===== src/rtl/ps2md_pkg.sv =====
// ---------------------------------------------------------------------------
// PS/2 mouse packet decoder - package
// Shared types and constants for the front end, queue and event generator.
// ---------------------------------------------------------------------------
package ps2md_pkg;

   localparam int DATA_PRESENT_BIT    = 5;
   localparam int PACKET_LENGTH       = 3;
   localparam int NUM_BUTTONS         = 3;
   localparam int DEFAULT_QUEUE_DEPTH = 2;

   localparam logic [1:0] FIRST_POSITION = 2'd0;
   localparam logic [1:0] X_POSITION     = 2'd1;
   localparam logic [1:0] LAST_POSITION  = 2'(PACKET_LENGTH - 1);
   localparam logic [1:0] BAD_POSITION   = 2'd3;

   localparam logic [1:0] EVENT_MOVE    = 2'd0;
   localparam logic [1:0] EVENT_PRESS   = 2'd1;
   localparam logic [1:0] EVENT_RELEASE = 2'd2;

   // One completed packet as handed from the front end to the generator.
   typedef struct packed {
      logic [7:0]             move_x;
      logic [7:0]             move_y;
      logic [NUM_BUTTONS-1:0] new_buttons;
      logic [NUM_BUTTONS-1:0] changed;
   } packet_cmd_type;

   typedef enum logic [1:0] {
      BACK_IDLE,
      BACK_MOVE,
      BACK_BUTTON
   } back_state_type;

endpackage


===== src/rtl/ps2md_queue.sv =====
// ---------------------------------------------------------------------------
// PS/2 mouse packet decoder - packet queue
// Small FIFO of decoded packets between the front end and the generator.
// ---------------------------------------------------------------------------
module ps2md_queue #(
   parameter int DEPTH = ps2md_pkg::DEFAULT_QUEUE_DEPTH
) (
   input  logic                      clock,
   input  logic                      reset,
   input  logic                      push_valid,
   input  ps2md_pkg::packet_cmd_type push_cmd,
   output logic                      full,
   output logic                      pop_valid,
   input  logic                      pop_en,
   output ps2md_pkg::packet_cmd_type pop_cmd
);
   import ps2md_pkg::*;

   localparam int PTR_W = (DEPTH > 1) ? $clog2(DEPTH) : 1;
   localparam int CNT_W = $clog2(DEPTH + 1);

   packet_cmd_type   entries_ff [DEPTH];
   logic [PTR_W-1:0] wr_ptr_ff, wr_ptr_in;
   logic [PTR_W-1:0] rd_ptr_ff, rd_ptr_in;
   logic [CNT_W-1:0] count_ff, count_in;
   logic             do_push, do_pop;

   assign full      = (count_ff == CNT_W'(DEPTH));
   assign pop_valid = (count_ff != '0);
   assign pop_cmd   = entries_ff[rd_ptr_ff];
   assign do_push   = push_valid & ~full;
   assign do_pop    = pop_en & pop_valid;

   always_comb begin
      wr_ptr_in = wr_ptr_ff;
      rd_ptr_in = rd_ptr_ff;
      count_in  = count_ff;
      if (do_push) begin
         wr_ptr_in = (wr_ptr_ff == PTR_W'(DEPTH - 1)) ? '0 : wr_ptr_ff + 1'b1;
      end
      if (do_pop) begin
         rd_ptr_in = (rd_ptr_ff == PTR_W'(DEPTH - 1)) ? '0 : rd_ptr_ff + 1'b1;
      end
      if (do_push & ~do_pop) begin
         count_in = count_ff + 1'b1;
      end else if (do_pop & ~do_push) begin
         count_in = count_ff - 1'b1;
      end
   end

   always_ff @(posedge clock) begin
      if (reset) begin
         wr_ptr_ff <= '0;
         rd_ptr_ff <= '0;
         count_ff  <= '0;
      end else begin
         wr_ptr_ff <= wr_ptr_in;
         rd_ptr_ff <= rd_ptr_in;
         count_ff  <= count_in;
      end
   end

   always_ff @(posedge clock) begin
      if (do_push) begin
         entries_ff[wr_ptr_ff] <= push_cmd;
      end
   end

endmodule


===== src/rtl/ps2md_front.sv =====
// ---------------------------------------------------------------------------
// PS/2 mouse packet decoder - front end
// Filters data bytes, assembles three-byte packets and tracks button state.
// ---------------------------------------------------------------------------
module ps2md_front (
   input  logic                      clock,
   input  logic                      reset,
   input  logic                      req_valid,
   output logic                      req_stall,
   input  logic [7:0]                req_status_byte,
   input  logic [7:0]                req_data_byte,
   input  logic                      queue_full,
   output logic                      push_valid,
   output ps2md_pkg::packet_cmd_type push_cmd
);
   import ps2md_pkg::*;

   logic [1:0]             pos_ff, pos_in;
   logic [1:0]             pos_now;
   logic [7:0]             byte0_ff, byte1_ff;
   logic [NUM_BUTTONS-1:0] buttons_ff, buttons_in;
   logic                   take;

   assign req_stall = queue_full;
   assign take      = req_valid & ~req_stall & req_status_byte[DATA_PRESENT_BIT];
   assign pos_now   = (pos_ff == BAD_POSITION) ? FIRST_POSITION : pos_ff;

   assign push_valid           = take & (pos_now == LAST_POSITION);
   assign push_cmd.move_x      = byte1_ff;
   assign push_cmd.move_y      = 8'(~req_data_byte + 8'd1);
   assign push_cmd.new_buttons = byte0_ff[NUM_BUTTONS-1:0];
   assign push_cmd.changed     = byte0_ff[NUM_BUTTONS-1:0] ^ buttons_ff;

   always_comb begin
      pos_in     = pos_ff;
      buttons_in = buttons_ff;
      if (take) begin
         pos_in = (pos_now == LAST_POSITION) ? FIRST_POSITION : pos_now + 2'd1;
         if (pos_now == LAST_POSITION) begin
            buttons_in = byte0_ff[NUM_BUTTONS-1:0];
         end
      end
   end

   always_ff @(posedge clock) begin
      if (reset) begin
         pos_ff     <= FIRST_POSITION;
         buttons_ff <= '0;
      end else begin
         pos_ff     <= pos_in;
         buttons_ff <= buttons_in;
      end
   end

   // Packet bytes: hold until overwritten, no reset needed.
   always_ff @(posedge clock) begin
      if (take && pos_now == FIRST_POSITION) begin
         byte0_ff <= req_data_byte;
      end
      if (take && pos_now == X_POSITION) begin
         byte1_ff <= req_data_byte;
      end
   end

endmodule


===== src/rtl/ps2md_back.sv =====
// ---------------------------------------------------------------------------
// PS/2 mouse packet decoder - event generator
// Expands each packet into a move event and its button events, one per unstalled cycle.
// ---------------------------------------------------------------------------
module ps2md_back (
   input  logic                      clock,
   input  logic                      reset,
   input  logic                      pop_valid,
   output logic                      pop_en,
   input  ps2md_pkg::packet_cmd_type pop_cmd,
   output logic                      rsp_valid,
   input  logic                      rsp_stall,
   output logic [1:0]                rsp_event_kind,
   output logic signed [7:0]         rsp_move_x,
   output logic signed [7:0]         rsp_move_y,
   output logic [1:0]                rsp_button_number,
   output logic                      rsp_last_event
);
   import ps2md_pkg::*;

   back_state_type         state_ff, state_in;
   packet_cmd_type         cmd_ff;
   logic [NUM_BUTTONS-1:0] mask_ff, mask_in;
   logic [NUM_BUTTONS-1:0] pick_onehot, remaining;
   logic [1:0]             pick_idx;
   logic                   advance, emit;

   logic                   rsp_valid_ff, rsp_valid_in;
   logic [1:0]             kind_ff, kind_in;
   logic [7:0]             mx_ff, mx_in;
   logic [7:0]             my_ff, my_in;
   logic [1:0]             btn_ff, btn_in;
   logic                   last_ff, last_in;

   assign advance = ~rsp_valid_ff | ~rsp_stall;

   // Lowest pending button first.
   always_comb begin
      if (mask_ff[0]) begin
         pick_idx = 2'd0;
      end else if (mask_ff[1]) begin
         pick_idx = 2'd1;
      end else begin
         pick_idx = 2'd2;
      end
      pick_onehot = NUM_BUTTONS'(1) << pick_idx;
      remaining   = mask_ff & ~pick_onehot;
   end

   always_comb begin
      state_in = state_ff;
      case (state_ff)
         BACK_IDLE: begin
            if (pop_valid) begin
               state_in = BACK_MOVE;
            end
         end
         BACK_MOVE: begin
            if (advance) begin
               state_in = (mask_ff == '0) ? BACK_IDLE : BACK_BUTTON;
            end
         end
         BACK_BUTTON: begin
            if (advance && remaining == '0) begin
               state_in = BACK_IDLE;
            end
         end
         default: state_in = BACK_IDLE;
      endcase
   end

   always_comb begin
      pop_en  = 1'b0;
      emit    = 1'b0;
      mask_in = mask_ff;
      kind_in = EVENT_MOVE;
      mx_in   = 8'd0;
      my_in   = 8'd0;
      btn_in  = 2'd0;
      last_in = 1'b0;
      case (state_ff)
         BACK_IDLE: begin
            pop_en  = pop_valid;
            mask_in = pop_cmd.changed;
         end
         BACK_MOVE: begin
            emit    = advance;
            mx_in   = cmd_ff.move_x;
            my_in   = cmd_ff.move_y;
            last_in = (mask_ff == '0);
         end
         BACK_BUTTON: begin
            emit    = advance;
            kind_in = cmd_ff.new_buttons[pick_idx] ? EVENT_PRESS : EVENT_RELEASE;
            btn_in  = pick_idx + 2'd1;
            last_in = (remaining == '0);
            if (advance) begin
               mask_in = remaining;
            end
         end
         default: begin
            pop_en = 1'b0;
         end
      endcase
      rsp_valid_in = emit | (rsp_valid_ff & rsp_stall);
   end

   always_ff @(posedge clock) begin
      if (reset) begin
         state_ff     <= BACK_IDLE;
         rsp_valid_ff <= 1'b0;
      end else begin
         state_ff     <= state_in;
         rsp_valid_ff <= rsp_valid_in;
      end
   end

   always_ff @(posedge clock) begin
      mask_ff <= mask_in;
      if (pop_en) begin
         cmd_ff <= pop_cmd;
      end
      if (emit) begin
         kind_ff <= kind_in;
         mx_ff   <= mx_in;
         my_ff   <= my_in;
         btn_ff  <= btn_in;
         last_ff <= last_in;
      end
   end

   assign rsp_valid         = rsp_valid_ff;
   assign rsp_event_kind    = kind_ff;
   assign rsp_move_x        = $signed(mx_ff);
   assign rsp_move_y        = $signed(my_ff);
   assign rsp_button_number = btn_ff;
   assign rsp_last_event    = last_ff;

endmodule


===== src/rtl/ps2_mouse_packet_decoder_top.sv =====
// ---------------------------------------------------------------------------
// PS/2 mouse packet decoder - top level
// Three-byte PS/2 mouse packets in, move and button events out.
// ---------------------------------------------------------------------------
// Usage:
//  - req channel: one transaction per controller read (status byte plus data
//    byte). Reads without status bit 5 set are accepted and dropped.
//  - Every third data byte completes a packet; the front end turns it into a
//    packet record (dx, negated dy, button bits, changed buttons)
//    combinationally and pushes it into a small queue.
//  - rsp channel: the generator pops a record and emits a move event, then
//    one press/release event per changed button, lowest button first, one
//    transaction a cycle while rsp is not stalled. The final event of a
//    packet has last_event set.
//  - A packet's record passes the queue, the generator's IDLE and MOVE states
//    and the output register; each record is popped only from IDLE, and req
//    accepts one transaction per cycle while the queue has room.
//  - rsp stall: the output register holds its event; the generator waits,
//    the queue fills, and req stall rises only when the queue is full.
//  - Reset clears position, button state, queue and output valid.
// ---------------------------------------------------------------------------
module ps2_mouse_packet_decoder_top #(
   parameter int QUEUE_DEPTH = ps2md_pkg::DEFAULT_QUEUE_DEPTH
) (
   input  logic              clock,
   input  logic              reset,
   input  logic              req_valid,
   output logic              req_stall,
   input  logic [7:0]        req_status_byte,
   input  logic [7:0]        req_data_byte,
   output logic              rsp_valid,
   input  logic              rsp_stall,
   output logic [1:0]        rsp_event_kind,
   output logic signed [7:0] rsp_move_x,
   output logic signed [7:0] rsp_move_y,
   output logic [1:0]        rsp_button_number,
   output logic              rsp_last_event
);
   import ps2md_pkg::*;

   logic           push_valid;
   packet_cmd_type push_cmd;
   logic           queue_full;
   logic           pop_valid;
   logic           pop_en;
   packet_cmd_type pop_cmd;

   // Front end: filter and assemble packets.
   ps2md_front u_front (
      .clock           (clock),
      .reset           (reset),
      .req_valid       (req_valid),
      .req_stall       (req_stall),
      .req_status_byte (req_status_byte),
      .req_data_byte   (req_data_byte),
      .queue_full      (queue_full),
      .push_valid      (push_valid),
      .push_cmd        (push_cmd)
   );

   // Decouple assembly from event generation.
   ps2md_queue #(
      .DEPTH (QUEUE_DEPTH)
   ) u_queue (
      .clock      (clock),
      .reset      (reset),
      .push_valid (push_valid),
      .push_cmd   (push_cmd),
      .full       (queue_full),
      .pop_valid  (pop_valid),
      .pop_en     (pop_en),
      .pop_cmd    (pop_cmd)
   );

   // Back end: expand packets into events.
   ps2md_back u_back (
      .clock             (clock),
      .reset             (reset),
      .pop_valid         (pop_valid),
      .pop_en            (pop_en),
      .pop_cmd           (pop_cmd),
      .rsp_valid         (rsp_valid),
      .rsp_stall         (rsp_stall),
      .rsp_event_kind    (rsp_event_kind),
      .rsp_move_x        (rsp_move_x),
      .rsp_move_y        (rsp_move_y),
      .rsp_button_number (rsp_button_number),
      .rsp_last_event    (rsp_last_event)
   );

endmodule


===== config.mk =====
export PLATFORM = sky130hd
export DESIGN_NAME = ps2_mouse_packet_decoder_top
export DESIGN_NICKNAME = d
export VERILOG_FILES = /design/src/rtl/ps2md_pkg.sv /design/src/rtl/ps2md_queue.sv /design/src/rtl/ps2md_front.sv /design/src/rtl/ps2md_back.sv /design/src/rtl/ps2_mouse_packet_decoder_top.sv
export SDC_FILE = /design/constraint.sdc
export NUM_CORES = 1
export LEC_CHECK = 0
export ABC_AREA = 1
export BUFFER_PORTS_ARGS = -buffer_cell sky130_fd_sc_hd__buf_2
export CORE_MARGIN = 1
export CORE_UTILIZATION = 55
export CTS_CLUSTER_DIAMETER = 80
export DETAILED_ROUTE_END_ITERATION = 7
export HOLD_SLACK_MARGIN = 0.02
export PLACE_DENSITY = 0.75
export SYNTH_ARGS = -nofsm -noshare
export SYNTH_HDL_FRONTEND = slang
export SYNTH_SLANG_ARGS = --single-unit

===== constraint.sdc =====
create_clock -name clock -period 6.6 [get_ports clock]
set_input_delay 1.98 -clock clock [delete_from_list [all_inputs] [get_ports clock]]
set_output_delay 1.98 -clock clock [all_outputs]
set_load 0.03 [all_outputs]

-- Word level (Yosys, flattened, before mapping)
Memories as Yosys holds them, arrays and structs flattened. A register that Yosys moved wholly into a read port is not among the register bits.
Cells that the tools add are included.
- bitwise gates (word level): 19
- equal/unequal tests: 10
- shift-type cells: 1
- add/subtract/negate cells: 7
- $lt $le $gt $ge: 1
- multiplexer cells: 25
- reduce and logical (&&, ||, !) cells: 14
- operator list (kind ; count):
    two-way mux 2 bit ; 11
    two-way mux 1 bit ; 9
    adder 8 x 1 -> 8 bit, second input constant ; 1
    bitwise AND 1 bit ; 8
    == test 2 bit, second input constant ; 4
    inequality test 2 x 1 -> 1 bit, second input constant ; 4
    NOT 8 bit ; 1
    adder 2 x 1 -> 2 bit, second input constant ; 3
    logical NOT 3 bit ; 2
    case mux 2 bit (3 select lines) ; 1
    case mux 3 bit (2 select lines) ; 1
    nonzero test 2 bit ; 3
    NOT 1 bit ; 5
    == test 2 x 1 -> 1 bit, second input constant ; 2
    logical NOT 2 bit ; 2
    AND reduction 2 bit ; 2
    bitwise AND 3 bit ; 1
    logical AND 1 bit ; 3
    < comparator 2 x 3 -> 1 bit, second input constant ; 1
    two-way mux 3 bit ; 1
    NOT 3 bit ; 1
    AND reduction 3 bit ; 1
    left shift 1 x 2 -> 3 bit, first input constant ; 1
    XOR 3 bit ; 1
    other kinds (6) ; 8
- bits of input ports: 20
- memories: 1
- memory bits (writable): 44
- output and inout bits: 23
- register bits after elaboration: 66
- memory list (name ; words ; width ; read ports ; clocked after memory_dff ; write ports ; line ; RTL):
    u_queue.entries_ff ; 2 ; 22 ; 1 ; 1 ; 1 ; ps2md_queue.sv:22 ; packet_cmd_type entries_ff [DEPTH];

-- Logic depth before layout (Yosys ltp)
Gate-level depths: netlist (run 1).
- depth in word-level cells: 10
- depth in mapped cells: 12

-- Cells and area by module
A second synthesis (run 1) with hierarchy kept.
- cell total of the unflattened synthesis: 342
- area total of the unflattened synthesis: 4519.3 µm²
- modules (own cells, without submodules) (module ; area each (µm²) ; cells an instance ; instances):
    ps2md_queue ; 1910.6 ; 105 ; 1
    ps2md_back ; 1798.0 ; 143 ; 1
    ps2md_front ; 810.8 ; 94 ; 1

-- Least setup slack after synthesis (run 1)
Ideal clock, no wire load.
- kind: input -> register
- start point: in req_status_byte[5]
- end point: mem u_queue.entries_ff[1][0] (netlist name), enable pin
- required time: 6198 ps
- library setup time: 402 ps
- slack: 2933 ps
- arrival: 3265 ps
- cell stages on the path: 4
- cells stage by stage: nand2_1 > nor2_4 > nand2_4 > nor2_1
- cells in the longest elaborated chain, start to end: 5
- ends and longest elaborated chain (item ; line ; RTL):
    start, declared ; ps2_mouse_packet_decoder_top.sv:29 ; input logic [7:0] req_status_byte,
    bitwise AND 1 bit ; ps2md_front.sv:25 ; assign take = req_valid & ~req_stall & req_status_byte[DATA_PRESENT_BIT];
    bitwise AND 1 bit ; ps2md_front.sv:28 ; assign push_valid = take & (pos_now == LAST_POSITION);
    bitwise AND 1 bit ; ps2md_queue.sv:31 ; assign do_push = push_valid & ~full;
    two-way mux 1 bit ; ps2md_queue.sv:64 ; if (do_push) begin
    two-way mux 1 bit (implied by the code) ; ps2md_queue.sv:65 ; entries_ff[wr_ptr_ff] <= push_cmd;
    end, declared ; ps2md_queue.sv:22 ;
No other way between the ends.

-- Final worst setup path (run 1)
- start point: reg u_queue.count_ff[0]
- end point: out req_stall
- cells in the longest elaborated chain, start to end: 1
- ends and longest elaborated chain (item ; line ; RTL):
    start, declared ; ps2md_queue.sv:25 ; logic [CNT_W-1:0] count_ff, count_in;
    start signal, assigned ; ps2md_queue.sv:59 ; count_ff <= count_in;
    == test 2 bit ; ps2md_queue.sv:28 ; assign full = (count_ff == CNT_W'(DEPTH));
    end, declared ; ps2_mouse_packet_decoder_top.sv:28 ; output logic req_stall,
No other way between the ends.

==> results.toml, run 1 <==
[floorplan]
io-pin-count = 43
die_y_um = 90.4
start_util = 0.580
die_w_um = 90.4
rows = 31
design.die.area_um2 = 8180
core_um2 = 7410

[min_path]
hp-start = "u_queue.rd_ptr_ff"
hold_path_class = "reg -> reg"
hold_path_end = "u_queue.rd_ptr_ff"
hold_depth = 1

[placed_design]
placed_cells = 477
gp_congestion = 0.751
dpl_cell_area_um2 = 4600
io_buffers = 35
hpwl_um = 3930

[setup_path]
cp_data_required_time_ns = 4.62
crit_fanout = 4
worstSetupPathType = "reg -> out"
crit_path_end_kind = "output pin"
r2r-end = "u_back.mask_ff[0]"
crit_arrival_ns = 1.12
critical_path.startpoint_type = "register"
r2r_slack_ns = 4.58
rr_worst_depth = 3

[drt]
drc = 0
ant_nets = 0
via_per_inst = 4.71
first_iter_violations = 126
drt_first_pass_iters = 4
wl_per_cell_um = 11.8
drt_wl_total_um = 5800
via_count = 2324

[final_layout]
finalNetCount = 419
antenna_cells = 0
drive_above_1_share = 0.157
n_fill_cell = 557
multi_input_area_um2 = 893
design_area_um2 = 4780
area_growth_pct = 11.2
finalNonFillerCells = 493
regArea_um2 = 3200

[synth]
synthCells = 346
ys_ff_latch = 111
yosysUniqueCellTypes = 24
syn-cell-area_um2 = 4300
synth_fp_nets = 376
synth.top_cells.by_area = "edfxtp_1 (68%), nand2_1 (9.2%), dfxtp_1 (6.1%)"
synth-simple-area-share = 0.131
synth.avg_cell_area_um2 = 12.4
synth-xor-area-share = 0.0183
yosysTopAreaCell = "edfxtp_1"
synth_top_family_by_area = "simple AND/OR/NAND/NOR gates"
yosysWarnings = 0
synthMuxAreaShare = 0
synth_top_area_frac = 0.684
seq_area_frac_synth = 0.745
synthAdderAreaFrac = 0.0291
synth_compound_area_frac = 0.0294

[run]
drv_cap = 0

[timing]
relSlewSlack = 0.496
max_freq_mhz = 322
rsz0062_at_grt = "no"
hold_violations = 0
period_needed_ns = 3.10
finalSetupViolCount = 0
worst_pin_slew_ns = 0.755
skew_ns = 0.00898
tns_ns = 0
whs_ns = 0.467
maxSlewViolCount = 0
finalCritPeriodShare = 0.470

[clock_network]
cts_tree = "yes"
clock-root-buffer = "clkbuf_8"
numClockSinks = 111
cts_hold_buffers = 0
postCtsSetupRepairBufs = 0
path_clk_slew_ns = 0.10
cts_resized = 0
insertion_delay_ns = 0.38
cts_buffers = 9
clockBufferDepth = 2
h-tree-depth = 3

[global_route]
grt_pass1_wl_um = 9720
track_usage = 0.158
grt_pass1_vias = 2106
grt_overflow = 0
grt_max_degree = 24
antenna_found_initial = 0

[power]
power.leakage_nw = 2.02
ir_drop_v = 0.000150
p_per_area_nw_per_um2 = 412

[outcome]
status = "finished, final reports clean"
## layout by cell type, fill, tap and decap left out, types with 2 or more instances in the layout
cell and count:
ha_1 10, nand3_1 7, xor2_1 8, inv_1 43, o21ai_1 2, nor2_1 22
dfxtp_1 13, buf_4 3, nand2_1 105, a21oi_1 13, clkinvlp_4 2, inv_8 2
o21ai_0 7, inv_2 2, clkinv_4 3, buf_2 35, edfxtp_1 98, clkbuf_8 9
## cells in the mapped netlist
cell,count
inv_1,43
nand2_1,105
nor2_2,1
clkinv_4,1
a21boi_0,1
ha_1,10
nor2_1,22
nand3_1,7
xor2_1,8
xnor2_1,1
nand2_4,1
nand4_1,1
o21ai_0,7
edfxtp_1,98
nand2_2,1
nor3_2,1
o21ai_1,2
nor2_4,1
a21oi_1,13
buf_2,3
inv_2,2
o32ai_1,1
clkbuf_1,3
dfxtp_1,13
## worst max-delay path, cell delays in order (launching register included)
cell     delay, ns
dfxtp_1       0.36
inv_2         0.08
nand2_2       0.05
inv_2         0.07
buf_2         0.19
## worst max-delay path by stage
stage | to | from | slack (ns) | cells past startpoint
after floorplan | u_queue.entries_ff[1][0] | req_status_byte[5] | 2.93 | 4
after global placement | u_front.byte1_ff[5] | req_status_byte[5] | 3.33 | 5
after detailed placement | u_front.byte1_ff[7] | req_status_byte[5] | 3.27 | 5
after CTS | req_stall | u_queue.count_ff[0] | 3.48 | 4
after global routing | req_stall | u_queue.count_ff[0] | 3.42 | 4
final | req_stall | u_queue.count_ff[0] | 3.50 | 4
## report_power, final
| group | total, W | leakage (nW) | switching [W] | internal [W] |
|---|---|---|---|---|
| registers | 0.00104 | 1.01 | 0.0000656 | 0.000974 |
| logic | 0.000553 | 0.916 | 0.000404 | 0.000149 |
| clock network | 0.000380 | 0.0899 | 0.000235 | 0.000145 |
| total | 0.00197 | 2.02 | 0.000704 | 0.00127 |
## per-stage QoR
| step | total power, W | worst slack [ns] | util |
|---|---|---|---|
| 2_1_floorplan | 0.00147 | 2.93 | - |
| 3_3_place_gp | 0.00159 | 3.33 | 0.620 |
| 3_5_place_dp | 0.00161 | 3.27 | 0.620 |
| 4_1_cts | 0.00199 | 3.48 | 0.646 |
| 5_1_grt | 0.00209 | 3.42 | 0.646 |
| 6_report | 0.00197 | 3.50 | 0.646 |
## logic make-up after synthesis
family / count (synthesis)
simple gates: 140
flops: 111
buf+inv: 52
compound gates: 24
fa+ha+maj: 10
xor+xnor: 9
## flip-flops by register name, summed over array words and instances, names as in the netlist, 3 cells and up, named ones only
register,count
u_back.mask_ff,3
u_queue.entries_ff,44
u_front.byte1_ff,8
u_front.buttons_ff,3
u_back.cmd_ff,19
u_back.rsp_move_y,8
u_front.byte0_ff,3
u_back.rsp_move_x,8
## routing by layer
metal	routed length (um)	part of all wire	vias up	track usage
met3	239	0.041	10	0.0429
li1	-	-	1224	-
met4	133	0.023	0	0.0806
met2	2700	0.47	49	0.244
met5	0	0	-	0
met1	2720	0.47	1041	0.206
## cell type report
cell class	count	share of cell area
Timing Repair Buffer	38	0.0413
Clock inverter	7	0.0133
Clock buffer	9	0.0259
Inverter	46	0.0371
Sequential cell	111	0.670
Tap cell	99	0.0259
Multi-Input combinational cell	183	0.187
(Power assumes the default switching activity.)
==> inputs of run 2 (changes only) <==
ABC_AREA = 0   (was 1)
clock period = 2.95 ns   (was 6.6 ns; I/O delays follow)
==> run 2 against run 1 <==
  * Area after synthesis fell by 0.12%
  * Sequential share of layout area fell by 0.33 points
  * Highest routed layer unchanged
  * Clock-buffer cell count did not move
  * Global-route usage fell by 1.0 points
  * Via count fell by 13%
  * Cell count fell by 17%
  * Total power rose by 120%
  * Core utilization rose by 0.32 points
  * First-iteration DRC count fell by 32%
  * Worst hold slack got worse by 0.012 ns
  * Cell area rose by 0.50%
==> results.toml, run 2 <==
[outcome]
status = "finished, final reports clean"

[clock_network]
postCtsSetupRepairBufs = 0
numClockSinks = 111
h-tree-depth = 3
clock-root-buffer = "clkbuf_8"
cts_tree = "yes"
clockBufferDepth = 2
cts_resized = 0
cts_buffers = 9
cts_hold_buffers = 0
path_clk_slew_ns = 0.11
insertion_delay_ns = 0.37

[power]
power.total_w = 0.00438
pwr-share-clk = 0.219
power_frac_comb = 0.269
seq_power_share = 0.512
p_sw_w = 0.00142
ir_drop_v = 0.000392
internal_power_w = 0.00296
power.leakage_nw = 1.73
p_per_area_nw_per_um2 = 911
switching_share = 0.325

[timing]
relSlewSlack = 0.542
finalCritPeriodShare = 0.744
maxSlewViolCount = 0
period_needed_ns = 2.19
worst_pin_slew_ns = 0.687
rsz0062_at_grt = "no"
whs_ns = 0.455
finalSetupViolCount = 0
skew_ns = 0.00674
hold_violations = 0
max_freq_mhz = 456
tns_ns = 0

[drt]
first_iter_violations = 86
via_per_inst = 4.95
ant_nets = 0
drc = 0
drt_first_pass_iters = 4
wl_per_cell_um = 13.7
drt_wl_total_um = 5600
via_count = 2031

[synth]
syn-cell-area_um2 = 4300
synth_top_area_frac = 0.685
ys_async_sr_fraction = 0
yosysUniqueCellTypes = 35
yosysMostFrequentCell = "edfxtp_1"
synth_fp_nets = 293
synth_edf_count = 98
yosysTopAreaCell = "edfxtp_1"
seq_area_frac_synth = 0.746
synthCells = 263
yosys-top-cells-count = "edfxtp_1 (98), and2_1 (21), mux2_2 (19), nor2_1 (17), dfxtp_1 (13)"
synth.top_cells.by_area = "edfxtp_1 (69%), dfxtp_1 (6.1%), mux2_2 (5.0%)"
ys.flop_type = "edfxtp_1"
synth.avg_cell_area_um2 = 16.3
ys_ff_latch = 111
yosysWarnings = 0

[floorplan]
rows = 31
die_w_um = 90.4
design.die.area_um2 = 8170
core_um2 = 7410
start_util = 0.580
io-pin-count = 43
die_y_um = 90.4

[final_layout]
most-common-layout-cells = "edfxtp_1 (98), buf_2 (35), and2_1 (21)"
largest-register = "u_queue.entries_ff"
layout_commonest_cell = "edfxtp_1"
largest_reg_flops = 44
multi_input_area_um2 = 1010
area_growth_pct = 11.9
reg_top3 = "u_queue.entries_ff: 44 flops, u_back.cmd_ff: 19 flops"
regArea_um2 = 3200
n_fill_cell = 512
final_core_util = 0.649
drive_above_1_share = 0.254
finalNonFillerCells = 410
finalNetCount = 336
antenna_cells = 0

[setup_path]
crit_arrival_ns = 1.31
crit_path_end_kind = "output pin"
cpPeakStageDelay_ns = 0.43
worstSetupPathType = "reg -> out"
r2r-end = "u_queue.count_ff[1]"
rr_worst_depth = 6
crit_chain = "nand2b_1 -> inv_1 -> buf_2"
crit_fanout = 7
r2r_start = "u_queue.count_ff[0]"
r2r_slack_ns = 1.04
cp_data_required_time_ns = 2.07
critical_path.startpoint_type = "register"
cp.buffers_inverters = 2
cp_top_family = "flip-flops"
cp_slowest_cell = "dfxtp_1"

[min_path]
hold_depth = 0
hold_path_class = "reg -> reg"
hold_path_end = "u_queue.entries_ff[0][19]"
hp-start = "u_front.byte1_ff[5]"

[global_route]
track_usage = 0.147
grt_max_degree = 23
grt_pass1_wl_um = 9090
antenna_found_initial = 0
grt_pass1_vias = 1906
grt_overflow = 0

[placed_design]
placed_cells = 394
io_buffers = 35
gp_congestion = 0.761
hpwl_um = 3630

[run]
drv_cap = 0
run 2: cell types whose count changed after synthesis, moves of 3 or more:
cell	before	now
and2_1	0	21
and3_1	0	3
inv_1	43	12
mux2_2	0	19
mux2i_1	0	5
nand2_1	105	5
nand2b_1	0	3
nor2_1	22	17
o21ai_0	7	4
xnor2_1	1	5
run 2: how the worst max path moves through the flow:
stage | from | to | slack [ns] | depth (start not counted)
6_report | u_queue.count_ff[0] | req_stall | 0.76 | 3
3_5_place_dp | req_status_byte[5] | u_queue.count_ff[1] | 0.56 | 7
3_3_place_gp | req_status_byte[5] | u_queue.count_ff[1] | 0.63 | 7
4_1_cts | u_queue.count_ff[0] | req_stall | 0.74 | 3
2_1_floorplan | rsp_stall | u_back.rsp_button_number[0] | 0.07 | 1
5_1_grt | u_queue.count_ff[0] | req_stall | 0.66 | 3
run 2: cell families after synthesis:
| group | count (synthesis) | share of synthesized area |
|---|---|---|
| compound gates | 23 | 0.0364 |
| simple gates | 62 | 0.0778 |
| fa+ha+maj | 11 | 0.0318 |
| buf+inv | 19 | 0.0204 |
| mux | 24 | 0.0615 |
| xor+xnor | 13 | 0.0265 |
| flops | 111 | 0.746 |
run 2: routing by layer:
layer	global-route usage	routed length, um	vias up	part of all wire
li1	-	-	1048	-
met1	0.193	2830	934	0.50
met2	0.230	2460	40	0.44
met3	0.0303	194	9	0.035
met4	0.0847	120	0	0.021
met5	0	0	-	0
run 2: final cells by class:
cell class,count,share of cell area
flip-flops and latches,111,0.666
multi-input cells,133,0.210
repair buffers,39,0.0427
clock buffers,9,0.0258
well taps,99,0.0258
clock inverters,7,0.0203
inverters,12,0.00937
run 2: worst reg2reg max path: stages (launching register included):
cell and delay [ns]:
dfxtp_1 0.43, nand2b_1 0.27, nand3_1 0.26, inv_1 0.12, ha_1 0.26, or3_1 0.38, a21oi_1 0.13
run 2: stage by stage:
step / setup slack (ns) / instance area (um2)
after floorplan: 0.0653 / 4300
after global placement: 0.627 / 4590
after detailed placement: 0.559 / 4590
after CTS: 0.741 / 4810
after global routing: 0.664 / 4810
final: 0.756 / 4810
run 2: power by group through the flow:
stage               clock network (W)  logic (W)  registers (W)
floorplan                           0   0.000683        0.00252
global placement                    0    0.00116        0.00227
detailed placement                  0    0.00118        0.00228
CTS                          0.000974    0.00119        0.00224
global route                  0.00103    0.00127        0.00228
finish                       0.000960    0.00118        0.00224
